[config.mk]
export PLATFORM = sky130hd
export DESIGN_NAME = rds_group_decoder
export DESIGN_NICKNAME = d
export VERILOG_FILES = /design/src/rtl/rds_pkg.sv /design/src/rtl/rds_ram.sv /design/src/rtl/rds_ctrl.sv /design/src/rtl/rds_dp.sv /design/src/rtl/rds_group_decoder.sv
export SDC_FILE = /design/constraint.sdc
export NUM_CORES = 2
export LEC_CHECK = 0
export BUFFER_PORTS_ARGS = -buffer_cell sky130_fd_sc_hd__buf_2
export CAP_MARGIN = 20
export CORE_MARGIN = 2
export CORE_UTILIZATION = 55
export DETAILED_ROUTE_END_ITERATION = 8
export GPL_TIMING_DRIVEN = 0
export HOLD_SLACK_MARGIN = 0.1
export PLACE_DENSITY_LB_ADDON = 0.08
export SETUP_SLACK_MARGIN = 0.2
export SLEW_MARGIN = 10
export SYNTH_ARGS = -nofsm -noshare
export SYNTH_HDL_FRONTEND = slang
export SYNTH_SLANG_ARGS = --single-unit
[constraint.sdc]
create_clock -name clk -period 3.95 [get_ports clk]
set_clock_uncertainty 0.05 [all_clocks]
set_input_delay 0.5925 -clock clk [delete_from_list [all_inputs] [get_ports clk]]
set_output_delay 0.5925 -clock clk [all_outputs]
set_load 0.1 [all_outputs]
[src/rtl/rds_pkg.sv]
// Shared types, constants and command/status structures of the RDS group decoder.
package rds_pkg;

  localparam int TEXT_CHARS = 64;
  localparam int NAME_CHARS = 8;
  localparam int TEXT_AW    = $clog2(TEXT_CHARS);
  localparam int NAME_BITS  = NAME_CHARS * 8;

  localparam logic [3:0] GRP_BASIC     = 4'h0;
  localparam logic [3:0] GRP_RADIOTEXT = 4'h2;
  localparam logic [1:0] ERR_UNCORR    = 2'd3;
  localparam logic [1:0] ERR_MAX_B     = 2'd2;

  localparam logic [1:0] KIND_NONE = 2'd0;
  localparam logic [1:0] KIND_NAME = 2'd1;
  localparam logic [1:0] KIND_TEXT = 2'd2;

  typedef struct packed {
    logic        action;
    logic [15:0] block_a;
    logic [15:0] block_b;
    logic [15:0] block_c;
    logic [15:0] block_d;
    logic [1:0]  err_a;
    logic [1:0]  err_b;
    logic [1:0]  err_d;
  } in_item_t;

  typedef struct packed {
    logic        accepted;
    logic [15:0] program_id;
    logic [4:0]  program_type;
    logic [1:0]  text_kind;
    logic [5:0]  char_pos;
    logic [7:0]  char_value;
    logic        last;
  } out_item_t;

  typedef enum logic [2:0] {
    OUT_NONE,
    OUT_HI,
    OUT_LO,
    OUT_NAME,
    OUT_TEXT
  } out_sel_t;

  typedef struct packed {
    logic     take;
    logic     name_shift;
    logic     name_load;
    logic     name_sel_mid;
    logic     cnt_clr;
    logic     cnt_inc;
    logic     rd_issue;
    logic     text_upd;
    logic     text_wr;
    logic     out_load;
    out_sel_t out_sel;
  } rds_cmd_t;

  typedef struct packed {
    logic       acc;
    logic       grp0;
    logic       grp2a;
    logic       ed_ok;
    logic       stream;
    logic       name_p3;
    logic       win_new;
    logic       win_mid;
    logic       publish;
    logic       out_free;
    logic       pend;
    logic       rd_all;
    logic [5:0] cnt;
  } rds_status_t;

endpackage

[src/rtl/rds_ram.sv]
// Generic single-write, single-read RAM with a registered read port.
module rds_ram #(
  parameter int WIDTH = 8,
  parameter int DEPTH = 64
) (
  input  logic                     clk,
  input  logic                     wr_en,
  input  logic [$clog2(DEPTH)-1:0] wr_addr,
  input  logic [WIDTH-1:0]         wr_data,
  input  logic                     rd_en,
  input  logic [$clog2(DEPTH)-1:0] rd_addr,
  output logic [WIDTH-1:0]         rd_data
);

  logic [WIDTH-1:0] mem [DEPTH];
  logic [WIDTH-1:0] rd_data_r;

  always_ff @(posedge clk) begin
    if (wr_en) begin
      mem[wr_addr] <= wr_data;
    end
    if (rd_en) begin
      rd_data_r <= mem[rd_addr];
    end
  end

  assign rd_data = rd_data_r;

endmodule

[src/rtl/rds_ctrl.sv]
// Controller state machine of the RDS group decoder.
module rds_ctrl (
  input  logic                 clk,
  input  logic                 rst_n,
  input  logic                 in_valid,
  output logic                 in_stall,
  input  rds_pkg::rds_status_t sts,
  output rds_pkg::rds_cmd_t    cmd
);
  import rds_pkg::*;

  typedef enum logic [3:0] {
    S_IDLE,
    S_DECODE,
    S_VOTE,
    S_NONE,
    S_HI,
    S_LO,
    S_NAME,
    S_PUB,
    S_TEXT_UPD,
    S_WRITE
  } state_t;

  state_t state_r, state_nxt;
  logic   pub_r, pub_nxt;
  logic   pub_load;

  always_comb begin
    state_nxt = state_r;
    pub_nxt   = pub_r;
    cmd       = '0;
    cmd.out_sel = OUT_NONE;
    pub_load  = sts.pend & sts.out_free;
    case (state_r)
      S_IDLE: begin
        if (in_valid) begin
          cmd.take  = 1'b1;
          state_nxt = S_DECODE;
        end
      end
      S_DECODE: begin
        if (!sts.acc) begin
          state_nxt = S_NONE;
        end else if (sts.grp0) begin
          if (!sts.ed_ok) begin
            state_nxt = S_NONE;
          end else if (sts.stream) begin
            state_nxt = S_HI;
          end else begin
            cmd.name_shift = 1'b1;
            state_nxt = sts.name_p3 ? S_VOTE : S_NONE;
          end
        end else if (sts.grp2a) begin
          pub_nxt = sts.publish;
          if (sts.publish) begin
            cmd.cnt_clr = 1'b1;
            state_nxt   = S_PUB;
          end else begin
            state_nxt = S_TEXT_UPD;
          end
        end else begin
          state_nxt = S_NONE;
        end
      end
      S_VOTE: begin
        if (sts.win_new || sts.win_mid) begin
          cmd.name_load    = 1'b1;
          cmd.name_sel_mid = ~sts.win_new;
          cmd.cnt_clr      = 1'b1;
          state_nxt        = S_NAME;
        end else begin
          state_nxt = S_NONE;
        end
      end
      S_NONE: begin
        if (sts.out_free) begin
          cmd.out_load = 1'b1;
          cmd.out_sel  = OUT_NONE;
          state_nxt    = S_IDLE;
        end
      end
      S_HI: begin
        if (sts.out_free) begin
          cmd.out_load = 1'b1;
          cmd.out_sel  = OUT_HI;
          state_nxt    = S_LO;
        end
      end
      S_LO: begin
        if (sts.out_free) begin
          cmd.out_load = 1'b1;
          cmd.out_sel  = OUT_LO;
          state_nxt    = S_IDLE;
        end
      end
      S_NAME: begin
        if (sts.out_free) begin
          cmd.out_load = 1'b1;
          cmd.out_sel  = OUT_NAME;
          cmd.cnt_inc  = 1'b1;
          if (sts.cnt[2:0] == 3'd7) begin
            state_nxt = S_IDLE;
          end
        end
      end
      S_PUB: begin
        cmd.out_sel  = OUT_TEXT;
        cmd.out_load = pub_load;
        cmd.cnt_inc  = pub_load;
        cmd.rd_issue = ~sts.rd_all & (~sts.pend | pub_load);
        if (pub_load && sts.cnt == 6'(TEXT_CHARS - 1)) begin
          state_nxt = S_TEXT_UPD;
        end
      end
      S_TEXT_UPD: begin
        cmd.text_upd = 1'b1;
        cmd.cnt_clr  = 1'b1;
        state_nxt    = S_WRITE;
      end
      S_WRITE: begin
        cmd.text_wr = 1'b1;
        cmd.cnt_inc = 1'b1;
        if (sts.cnt[1:0] == 2'd3) begin
          state_nxt = pub_r ? S_IDLE : S_NONE;
        end
      end
      default: begin
        state_nxt = S_IDLE;
      end
    endcase
  end

  always_ff @(posedge clk) begin
    if (!rst_n) begin
      state_r <= S_IDLE;
      pub_r   <= 1'b0;
    end else begin
      state_r <= state_nxt;
      pub_r   <= pub_nxt;
    end
  end

  assign in_stall = (state_r != S_IDLE);

endmodule

[src/rtl/rds_dp.sv]
// Datapath of the RDS group decoder: held codes, name copies, text store and output register.
module rds_dp (
  input  logic                 clk,
  input  logic                 rst_n,
  input  rds_pkg::in_item_t    in_data,
  input  logic                 cfg_wr_en,
  input  logic                 cfg_wr_data,
  input  rds_pkg::rds_cmd_t    cmd,
  output rds_pkg::rds_status_t sts,
  output logic                 out_valid,
  input  logic                 out_stall,
  output rds_pkg::out_item_t   out_data
);
  import rds_pkg::*;

  in_item_t               item_r;
  logic                   stream_r;
  logic [15:0]            held_pi_r;
  logic [4:0]             held_pty_r;
  logic [NAME_BITS-1:0]   newest_r, newest_nxt;
  logic [NAME_BITS-1:0]   middle_r, middle_nxt;
  logic [NAME_BITS-1:0]   oldest_r, oldest_nxt;
  logic [NAME_BITS-1:0]   name_sr_r;
  logic [TEXT_CHARS-1:0]  valid_r, valid_nxt;
  logic [TEXT_AW-1:0]     last_pos_r;
  logic                   prev_ab_r;
  logic [5:0]             cnt_r;
  logic [TEXT_AW:0]       rd_ptr_r;
  logic                   pend_r;
  logic                   rvalid_r;
  logic                   out_valid_r;
  out_item_t              out_data_r, out_data_nxt;

  logic                   clear_all;
  logic [1:0]             pair;
  logic [5:0]             pair_base;
  logic [TEXT_AW-1:0]     seg_pos;
  logic [TEXT_AW-1:0]     wr_addr;
  logic [7:0]             wr_byte;
  logic [7:0]             ram_rdata;
  logic [7:0]             text_char;
  logic                   text_load;

  assign clear_all = (cmd.take & in_data.action) | cfg_wr_en;
  assign pair      = item_r.block_b[1:0];
  assign pair_base = {pair, 4'b0000};
  assign seg_pos   = {item_r.block_b[3:0], 2'b00};
  assign wr_addr   = {item_r.block_b[3:0], cnt_r[1:0]};
  assign text_load = cmd.out_load & (cmd.out_sel == OUT_TEXT);

  always_comb begin
    case (cnt_r[1:0])
      2'd0:    wr_byte = item_r.block_c[15:8];
      2'd1:    wr_byte = item_r.block_c[7:0];
      2'd2:    wr_byte = item_r.block_d[15:8];
      default: wr_byte = item_r.block_d[7:0];
    endcase
  end

  rds_ram #(
    .WIDTH (8),
    .DEPTH (TEXT_CHARS)
  ) u_text_ram (
    .clk     (clk),
    .wr_en   (cmd.text_wr),
    .wr_addr (wr_addr),
    .wr_data (wr_byte),
    .rd_en   (cmd.rd_issue),
    .rd_addr (rd_ptr_r[TEXT_AW-1:0]),
    .rd_data (ram_rdata)
  );

  assign text_char = rvalid_r ? ram_rdata : 8'd0;

  always_comb begin
    newest_nxt = newest_r;
    middle_nxt = middle_r;
    oldest_nxt = oldest_r;
    if (cmd.name_shift) begin
      oldest_nxt[pair_base +: 16] = middle_r[pair_base +: 16];
      middle_nxt[pair_base +: 16] = newest_r[pair_base +: 16];
      newest_nxt[pair_base +: 16] = {item_r.block_d[7:0], item_r.block_d[15:8]};
    end
  end

  always_comb begin
    valid_nxt = valid_r;
    if (cmd.text_upd && (item_r.block_b[4] != prev_ab_r)) begin
      valid_nxt = '0;
    end
    if (cmd.text_wr) begin
      valid_nxt[wr_addr] = 1'b1;
    end
  end

  always_comb begin
    out_data_nxt.accepted     = sts.acc;
    out_data_nxt.program_id   = held_pi_r;
    out_data_nxt.program_type = held_pty_r;
    out_data_nxt.text_kind    = KIND_NONE;
    out_data_nxt.char_pos     = '0;
    out_data_nxt.char_value   = '0;
    out_data_nxt.last         = 1'b1;
    case (cmd.out_sel)
      OUT_NONE: begin
      end
      OUT_HI: begin
        out_data_nxt.text_kind  = KIND_NAME;
        out_data_nxt.char_pos   = {3'b000, pair, 1'b0};
        out_data_nxt.char_value = item_r.block_d[15:8];
        out_data_nxt.last       = 1'b0;
      end
      OUT_LO: begin
        out_data_nxt.text_kind  = KIND_NAME;
        out_data_nxt.char_pos   = {3'b000, pair, 1'b1};
        out_data_nxt.char_value = item_r.block_d[7:0];
      end
      OUT_NAME: begin
        out_data_nxt.text_kind  = KIND_NAME;
        out_data_nxt.char_pos   = cnt_r;
        out_data_nxt.char_value = name_sr_r[7:0];
        out_data_nxt.last       = (cnt_r[2:0] == 3'd7);
      end
      OUT_TEXT: begin
        out_data_nxt.text_kind  = KIND_TEXT;
        out_data_nxt.char_pos   = cnt_r;
        out_data_nxt.char_value = text_char;
        out_data_nxt.last       = (cnt_r == 6'(TEXT_CHARS - 1));
      end
      default: begin
      end
    endcase
  end

  always_ff @(posedge clk) begin
    if (cmd.take) begin
      item_r <= in_data;
    end
    if (cmd.name_load) begin
      name_sr_r <= cmd.name_sel_mid ? middle_r : newest_r;
    end else if (cmd.out_load && (cmd.out_sel == OUT_NAME)) begin
      name_sr_r <= {8'd0, name_sr_r[NAME_BITS-1:8]};
    end
    if (cmd.rd_issue) begin
      rvalid_r <= valid_r[rd_ptr_r[TEXT_AW-1:0]];
    end
    if (cmd.out_load) begin
      out_data_r <= out_data_nxt;
    end
  end

  always_ff @(posedge clk) begin
    if (!rst_n) begin
      stream_r    <= 1'b0;
      held_pi_r   <= '0;
      held_pty_r  <= '0;
      newest_r    <= '0;
      middle_r    <= '0;
      oldest_r    <= '0;
      valid_r     <= '0;
      last_pos_r  <= '0;
      prev_ab_r   <= 1'b0;
      cnt_r       <= '0;
      rd_ptr_r    <= '0;
      pend_r      <= 1'b0;
      out_valid_r <= 1'b0;
    end else begin
      if (cfg_wr_en) begin
        stream_r <= cfg_wr_data;
      end
      if (clear_all) begin
        held_pi_r  <= '0;
        held_pty_r <= '0;
        newest_r   <= '0;
        middle_r   <= '0;
        oldest_r   <= '0;
        valid_r    <= '0;
        last_pos_r <= '0;
        prev_ab_r  <= 1'b0;
      end else begin
        if (cmd.take) begin
          if (in_data.err_a != ERR_UNCORR) begin
            held_pi_r <= in_data.block_a;
          end
          if (in_data.err_b <= ERR_MAX_B) begin
            held_pty_r <= in_data.block_b[9:5];
          end
        end
        newest_r <= newest_nxt;
        middle_r <= middle_nxt;
        oldest_r <= oldest_nxt;
        valid_r  <= valid_nxt;
        if (cmd.text_upd) begin
          last_pos_r <= seg_pos;
          prev_ab_r  <= item_r.block_b[4];
        end
      end
      if (cmd.cnt_clr) begin
        cnt_r    <= '0;
        rd_ptr_r <= '0;
        pend_r   <= 1'b0;
      end else begin
        if (cmd.cnt_inc) begin
          cnt_r <= cnt_r + 6'd1;
        end
        if (cmd.rd_issue) begin
          rd_ptr_r <= rd_ptr_r + (TEXT_AW + 1)'(1);
        end
        pend_r <= cmd.rd_issue | (pend_r & ~text_load);
      end
      if (cmd.out_load) begin
        out_valid_r <= 1'b1;
      end else if (!out_stall) begin
        out_valid_r <= 1'b0;
      end
    end
  end

  always_comb begin
    sts.acc      = ~item_r.action & (item_r.err_b <= ERR_MAX_B);
    sts.grp0     = (item_r.block_b[15:12] == GRP_BASIC);
    sts.grp2a    = (item_r.block_b[15:12] == GRP_RADIOTEXT) & ~item_r.block_b[11];
    sts.ed_ok    = (item_r.err_d != ERR_UNCORR);
    sts.stream   = stream_r;
    sts.name_p3  = (pair == 2'd3);
    sts.win_new  = (newest_r == middle_r) | (newest_r == oldest_r);
    sts.win_mid  = (middle_r == oldest_r);
    sts.publish  = (seg_pos < last_pos_r);
    sts.out_free = ~out_valid_r | ~out_stall;
    sts.pend     = pend_r;
    sts.rd_all   = rd_ptr_r[TEXT_AW];
    sts.cnt      = cnt_r;
  end

  assign out_valid = out_valid_r;
  assign out_data  = out_data_r;

endmodule

[src/rtl/rds_group_decoder.sv]
// Top level of the RDS group decoder: controller, datapath and text store.
//
// The input channel takes one item at a time: a received group (blocks A to D
// with error levels) or a clear command. in_stall stays high from the
// transfer until the controller has finished the item.
// Each item gives one or more results on the output channel; the final one
// carries last. A plain group gives one result. Station-name output takes
// two or eight results, one per cycle while the output is free. A radiotext
// publication streams 64 stored characters at one per cycle while the output
// is free, set by the single read port of the text RAM, then writes the new
// characters. A radiotext group that publishes nothing writes them too.
// A result waits in the output register while out_stall is high, and the
// controller holds its sequence until the register is free.
// The configuration write sets stream mode and clears all decoded data.
// Reset, a clear command and a configuration write clear all decoded data.
module rds_group_decoder (
  input  logic               clk,
  input  logic               rst_n,
  input  logic               in_valid,
  output logic               in_stall,
  input  rds_pkg::in_item_t  in_data,
  output logic               out_valid,
  input  logic               out_stall,
  output rds_pkg::out_item_t out_data,
  input  logic               cfg_wr_en,
  input  logic               cfg_wr_data
);
  import rds_pkg::*;

  rds_cmd_t    cmd;
  rds_status_t sts;

  rds_ctrl u_ctrl (
    .clk      (clk),
    .rst_n    (rst_n),
    .in_valid (in_valid),
    .in_stall (in_stall),
    .sts      (sts),
    .cmd      (cmd)
  );

  rds_dp u_dp (
    .clk         (clk),
    .rst_n       (rst_n),
    .in_data     (in_data),
    .cfg_wr_en   (cfg_wr_en),
    .cfg_wr_data (cfg_wr_data),
    .cmd         (cmd),
    .sts         (sts),
    .out_valid   (out_valid),
    .out_stall   (out_stall),
    .out_data    (out_data)
  );

endmodule

==> results.yml <==
power:
  swShare_pct: 27.8
  power.switching_mw: 7.09
  power_frac_seq_pct: 48.4
  intPower_mw: 18.4
  power_mw: 25.4
  power_density_nw_per_um2: 545
  clockPowerShare_pct: 37.5
  combPwrFrac_pct: 14.2
  vdd_drop_max_mv: 0.529
  leakage_nw: 14.6
cts:
  clk_path_buf_depth: 3
  cts_num_sinks: 974
  cts_tree: "done"
  clkTransAtPathRegs_ns: 0.06
  htree_levels: 3
  clock_latency_ns: 0.68
  cts_inserted_buffers: 97
  cts_root_buf: "clkbuf_16"
logic_synthesis:
  syn_avg_cell_area_um2: 14.4
  yosysWarnings: 0
  synth_edf_count: 671
  synth.top_cell.area_share_pct: 50.2
  synthDistinctLibCells: 58
  synth.yosys.seq_area_share_pct: 65.3
  ys.flop_type: "edfxtp_1"
  syn-num-nets: 2873
  synth_top_cell_by_area: "edfxtp_1"
  synthTopCellsByArea: "edfxtp_1 50%, dfxtp_1 15%, mux4_2 12%"
  synth_area_um2: 40200
  ys_ff_latch: 974
  async_flop_share_pct: 0
  syn_inst: 2781
placement:
  place_congestion: 0.995
  dpl.hpwl_mm: 96.1
  pre_cts_ws_ns: -0.602
  numPortBuffers: 116
drt:
  vias: 27100
  dr.pass1.iters: 9
  vias_per_cell: 6.56
  route.detailed.drc: 0
  drt_iter0_drc: 4069
  routed_wl_mm: 135
  drtAntennaViolNets: 0
  wire_per_inst_um: 32.7
setup_path:
  crit_path_start: "u_dp.item_r[39]"
  rr_worst_depth: 7
  slowest_stage: "edfxtp_1"
  crit_fanout: 10
  r2r-end: "u_dp.middle_r[15]"
  crit_type: "register to register"
  endpoint_kind: "register"
  crit_family: "buffers and inverters"
  r2r_slack_ns: 0.05
  path_cells: "inv_1, ha_1, nor3b_1, clkbuf_1, clkbuf_1, nand3_1, a21oi_1"
  cp.required_ns: 4.44
  arrival_ns: 4.39
  critPathMaxStageDelay_ns: 0.65
  reg2reg_from: "u_dp.item_r[39]"
  critical_path.startpoint_type: "register"
  cpMostUsedCell: "clkbuf_1"
  path_buf_inv: 3
timing:
  finalCritPeriodShare_pct: 98.7
  fin_crit_ns: 3.90
  hold_viol_final: 0
  drv_slew: 0
  layout_setup_ws_ns: 0.0529
  final.setup.tns_ns: 0
  timing.fmax_mhz: 257
  rsz0062_at_grt: "yes"
  worstMarginPinSlew_ns: 1.13
  setup_viol: 0
  relSlewSlack_pct: 24.7
cells_and_area:
  syn_to_final_growth_pct: 16.2
  fillers: 5271
  final_common_cell: "edfxtp_1"
  postLayoutCoreUtil_pct: 64.3
  drive_gt1_share_pct: 19.9
  layout.nets: 3176
  final_cell_mix: "671 x edfxtp_1, 370 x nor2_1, 284 x dfxtp_1"
floorplanning:
  die_w_um: 274
  core_area_um2: 72600
  io_pins: 118
  num_rows: 99
  start_util_pct: 55.3
  dieArea_um2: 75200
  dieHeight_um: 274
hold_path:
  hp-class: "input port to register"
  hold_depth: 3
  min_from: "in_data[68]"
  min_to: "u_dp.held_pi_r[14]"
outcome:
  outcome: "finished, final reports clean"
global_route:
  grt_use_total_pct: 36.3
  first_global_vias: 26700
  grt_first_pass_wirelength_mm: 191
  overflow: 0
  antenna_found_initial: 6
  grt_max_degree: 37
run:
  maxCapViolCount: 0
## final cells by class
type | instances | area (µm²) | area share, %
Multi-Input combinational cell | 1608 | 13300 | 28.6
Tap cell | 959 | 1200 | 2.57
Clock inverter | 43 | 546 | 1.17
Timing Repair Buffer | 202 | 1690 | 3.63
Buffer | 182 | 795 | 1.70
Inverter | 19 | 71.3 | 0.153
Antenna cell | 1 | 2.50 | 0.00536
Sequential cell | 974 | 26200 | 56.2
Clock buffer | 141 | 2790 | 5.98
## repair_timing
action                                 in CTS  in global routing
gates resized for setup                    20                 32
pin swaps                                   2                  1
hold buffers                               61                  0
gates cloned                                1                  1
endpoints found under the hold margin      61                  0
setup endpoints to repair                 165                252
setup buffers                               4                  0
## through the flow
step                hold WS [ns]  cell area, µm²  cells
floorplan                  0.358           40200   2781
global placement           0.361           41900   3856
detailed placement         0.365           42500   3877
CTS                        0.101           46600   4127
global route               0.102           46700   4128
finish                     0.118           46700   4129
## synth_stat cells (13+ instances only)
cell and instances:
o22ai_1 57, mux4_2 221, dfxtp_1 303, nand2_1 115, nor4_1 13, a21oi_1 199, mux2i_1 20, nand3_1 61
buf_2 41, inv_1 18, a22oi_1 161, nand4_1 54, clkbuf_1 127, edfxtp_1 671, ha_1 15, xnor2_1 195
nor2_1 386
## power by group through the flow
stage	logic (mW)	registers, mW	clock network, mW
final	3.60	12.3	9.53
after CTS	3.57	12.3	9.59
after floorplan	1.42	13.2	0
after global routing	3.81	12.3	9.95
after global placement	3.06	12.6	0
after detailed placement	3.51	12.5	0
## state kept, by name, summed over array words and instances (netlist names), 8 cells and up
register	count
u_dp.u_text_ram.mem	512
u_dp.middle_r	64
u_dp.name_sr_r	64
u_dp.newest_r	64
u_dp.oldest_r	64
u_dp.valid_r	64
u_dp.item_r	47
u_dp.out_data	39
u_dp.held_pi_r	16
u_dp.u_text_ram.rd_data	8
## logic make-up after synthesis
logic type | after synthesis | synth area share, %
muxes | 241 | 12.9
adders and majority gates | 15 | 0.467
and+or+nand+nor | 676 | 7.42
DFF | 974 | 65.3
xor gates and xnor gates | 201 | 4.38
AOI/OAI and AO/OA | 473 | 7.42
buffers and inverters | 201 | 2.14
## worst max-delay path by stage
stage	cells after the start	endpoint	slack [ns]
2_1_floorplan	3	u_dp.u_text_ram.mem[0][0]	0.35
3_3_place_gp	3	u_dp.u_text_ram.mem[26][3]	-2.32
3_5_place_dp	7	u_dp.name_sr_r[61]	-0.60
4_1_cts	10	u_dp.name_sr_r[10]	0.21
5_1_grt	5	u_dp.u_text_ram.mem[7][0]	0.09
6_report	7	u_dp.middle_r[15]	0.05
## tightest hold or removal path, cell delays in order
cell,delay (ns)
buf_2,0.10
nand2_1,0.05
a21oi_1,0.05
## per-layer routing
metal  global-route usage [%]  part of all wire [%]  routed length (µm)
met5                        0                0.0096                  13
met4                     23.7                   8.0               10900
met3                     7.07                   8.9               12000
met2                     57.1                    46               62500
met1                     46.4                    37               49600
Power figures use the tool's default switching activity.
